**src/sv/pba_pkg.sv**
```systemverilog
// ----------------------------------------------------------------------------
// pba_pkg
// Shared types and constants of the page block allocator.
// ----------------------------------------------------------------------------
package pba_pkg;

	localparam int ADDR_W              = 48;
	localparam int SIZE_W              = 32;
	localparam int STATUS_W            = 3;
	localparam int PAGE_LSB_W          = 12;
	localparam int DEFAULT_TABLE_DEPTH = 256;

	localparam logic [ADDR_W-1:0] PAGE_BYTES = ADDR_W'(4096);

	// operation codes
	localparam logic FUNC_ALLOC = 1'b0;
	localparam logic FUNC_FREE  = 1'b1;

	typedef enum logic [STATUS_W-1:0] {
		ST_OK          = 3'd0,
		ST_BAD_SIZE    = 3'd1,
		ST_FULL        = 3'd2,
		ST_UNKNOWN_PTR = 3'd3,
		ST_OVERFLOW    = 3'd4
	} status_t;

	typedef enum logic [1:0] {
		S_IDLE,
		S_SCAN,
		S_APPEND
	} state_t;

	// write controls toward the record table
	typedef struct packed {
		logic start_we;
		logic used_we;
		logic used_val;
	} tbl_wr_t;

endpackage

```
**src/sv/pba_gap_unit.sv**
```systemverilog
// ----------------------------------------------------------------------------
// pba_gap_unit
// Shared adder and compare: block start plus request size against a limit.
// ----------------------------------------------------------------------------
module pba_gap_unit (
	input  logic [pba_pkg::ADDR_W-1:0] base,
	input  logic [pba_pkg::SIZE_W-1:0] size,
	input  logic [pba_pkg::ADDR_W-1:0] limit,
	output logic [pba_pkg::ADDR_W-1:0] sum,
	output logic                       carry,
	output logic                       fits
);
	import pba_pkg::*;

	logic [ADDR_W:0] sum_full;

	// one wide add, one compare
	assign sum_full = {1'b0, base} + (ADDR_W + 1)'(size);
	assign sum      = sum_full[ADDR_W-1:0];
	assign carry    = sum_full[ADDR_W];
	assign fits     = (sum_full <= {1'b0, limit});

endmodule

```
**config.mk**
```make
export PLATFORM = sky130hd
export DESIGN_NAME = pba_gap_unit
export DESIGN_NICKNAME = d
export VERILOG_FILES = /design/src/sv/pba_pkg.sv /design/src/sv/pba_gap_unit.sv
export SDC_FILE = /design/constraint.sdc
export NUM_CORES = 1
export LEC_CHECK = 0
export BUFFER_PORTS_ARGS = -buffer_cell sky130_fd_sc_hd__buf_2
export CORE_MARGIN = 2
export CORE_UTILIZATION = 35
export DETAILED_ROUTE_END_ITERATION = 8
export PLACE_DENSITY = 0.77
export SLEW_MARGIN = 20
export SYNTH_ARGS = -nofsm -noshare
export SYNTH_HDL_FRONTEND = slang
export SYNTH_SLANG_ARGS = --single-unit
```
**constraint.sdc**
```tcl
create_clock -name vclk -period 5.5
set_input_delay 0.825 -clock vclk [all_inputs]
set_output_delay 0.825 -clock vclk [all_outputs]
set_load 0.01 [all_outputs]
```
==> flow_summary.ini <==
[status]
outcome = complete, no violations

[critical_path]
crit_top_cell = o21ai_2
worstSetupPathType = in2out
worst_path_max_delay_cell = or4_4
arrival_ns = 4.60
cp-end-kind = output port
startpoint_type = input port
worstPathRequired_ns = 4.68
crit_path_max_fanout = 2
cp_cell_sequence = buf_6 -> ha_4 -> inv_2 -> fa_2 -> nand2b_4 -> a2111oi_4 -> o21ai_2 -> nand2_2 -> o21ai_2 -> o211a_4 -> or4_4 -> o211ai_2 -> ha_1 -> a21o_1 -> a21o_1 -> a21oi_2 -> o21ai_2 -> a211o_1 -> a31oi_1 -> o211ai_1 -> a2bb2oi_2 -> buf_2
max_stage_delay_ns = 0.41

[global_route]
overflow = 0
grt-busiest-layer = met2
antenna_found_initial = 0
met1_usage_pct = 27.3
grt_max_degree = 22
track_usage_pct = 19.6
grt_pass1_wl_mm = 18.8
grt_use_met2_pct = 34.6
grtUsageMet3_pct = 0.680
grt_pass1_vias = 4199

[floorplan]
die_h_um = 105
start_util_pct = 35.5
num_rows = 37
coreArea_um2 = 10100
dieArea_um2 = 11100
dieWidth_um = 105
io_pins = 178

[place]
placed_area_um2 = 4920
globalplace.congestion = 0.924
hpwlAfterDp_mm = 10.1
io_buffers = 178
dp_slack_ns = -0.311

[timing]
worst_pin_slew_ns = 0.452
timing.fmax_mhz = 184
hold_viol_final = 0
slew_viol_final = 0
fin_ws_ns = 0.0797
slew_headroom_pct = 69.1
period_needed_ns = 5.42
rsz0062_at_grt = yes
tns_ns = 0
fin_crit_sh_pct = 98.6
finalSetupViolations = 0

[routing]
ant_nets = 0
firstDrtPassIters = 4
vias = 4579
vias_per_cell = 5.15
drc = 0
wirelength_mm = 11.5
drt_iter0_drc = 264
drt-wirelength-per-cell_um = 12.9

[logic_synthesis]
syn_area_um2 = 3600
yosysTopAreaCell = ha_1
synth_area_per_cell_um2 = 6.69
mappedNetlistNets = 747
ys_seq_area_share_pct = 0
synthDistinctLibCells = 58
yosysWarnings = 0
synth_area_leaders = ha_1 28%, a21oi_1 6.7%, inv_1 6.6%, xnor2_1 5.8%, a21o_1 5.4%
synth_top_area_share_pct = 27.8
syn_inst = 538

[layout]
nFillCells = 1020
seqCellArea_um2 = 0
drive_gt1_share_pct = 34.8
stdcell_area_um2 = 5060
area_growth_pct = 40.6
nNetsFinal = 963
clock_buffers = 0
seq_cells = 0

[min_path]
hold_path_class = in2out

[flow_run]
cap_violations = 0

[clock_tree]
holdBufCountCts = 0

[pwr]
power_density_nw_per_um2 = 132
ir_worst_vdd_v = 0.0000716
p_leak_nw = 2.80
## final timing paths
| path | endpoint | slack [ns] | from | cells past startpoint |
|---|---|---|---|---|
| max | fits | 0.08 | base[0] | 22 |
| min | sum[0] | 1.96 | size[0] | 3 |
## layer usage
metal  up-vias  wire [um]
met1      2030       5350
li1       2382          -
met2       155       5440
met3        12        585
met4         0        116
met5         -          0
## cell usage in the layout (no fill, tap or decap), drive strengths merged, types with 6 or more instances in the layout
| cell | instances |
|---|---|
| a21o | 26 |
| a21oi | 48 |
| and3 | 11 |
| buf | 230 |
| ha | 80 |
| inv | 63 |
| nand2 | 53 |
| nand2b | 7 |
| nand3 | 27 |
| nand4 | 19 |
| nor2 | 40 |
| nor2b | 6 |
| nor3 | 11 |
| o211ai | 14 |
| o21ai | 29 |
| xnor2 | 24 |
| xor2 | 10 |
## cells in the mapped netlist, drive strengths merged, types with 2 or more instances
master and count:
nand2 53, nor3 11, nand2b 7, o31a 2, a31o 3, a211o 2, and2 3, xor2 10
nor4 4, a31oi 3, a211oi 4, ha 80, inv 63, o21a 4, nand3b 2, nand3 27
nand4 19, or2 3, o31ai 2, nor2 40, o21ai 29, nor2b 6, a21oi 48, o211ai 14
and3 11, buf 5, clkbuf 11, xnor2 24, a21o 26, a2111oi 3, a221oi 3
## metrics by stage
step / instances / util [%] / hold slack [ns] / power (W)
6_report: 889 / 49.9 / 1.96 / 0.000670
5_1_grt: 888 / 49.9 / 1.97 / 0.000746
4_1_cts: 886 / 49.5 / 1.97 / 0.000661
3_5_place_dp: 880 / 48.5 / 1.98 / 0.000645
3_3_place_gp: 880 / 48.5 / 1.97 / 0.000638
2_1_floorplan: 538 / - / 1.75 / 0.000399
## final cells by class
type	count	area, um^2	share of cell area, %
tap	136	170	3.36
inverter	63	236	4.67
antenna	1	2.50	0.0494
multi-input combinational	459	3360	66.4
timing repair buffer	230	1290	25.6
## logic make-up after synthesis
group | after synthesis | share of synthesized area [%]
compound gates | 152 | 28.2
xor+xnor | 34 | 8.28
fa+ha+maj | 81 | 28.4
buf+inv | 79 | 8.66
mux | 1 | 0.278
simple gates | 191 | 26.3
## power by group
group          switching (W)        total [W]     internal (W)
logic               0.000361         0.000670         0.000309
registers                  0                0                0
clock network              0  0.0000000000244  0.0000000000244
## timing repair
action / CTS / global route
pin swaps: 16 / 21
buffers inserted: 6 / 3
gates resized for setup: 11 / 7
gates cloned: 0 / 0
setup endpoints to repair: 1 / 1
## worst max-delay path, delay by kind of cell
kind	cells	cell delay [ns]
compound gates	13	2.13
fa+ha+maj	3	0.74
buf+inv	3	0.25
simple gates	3	0.66
(Power assumes the default switching activity.)
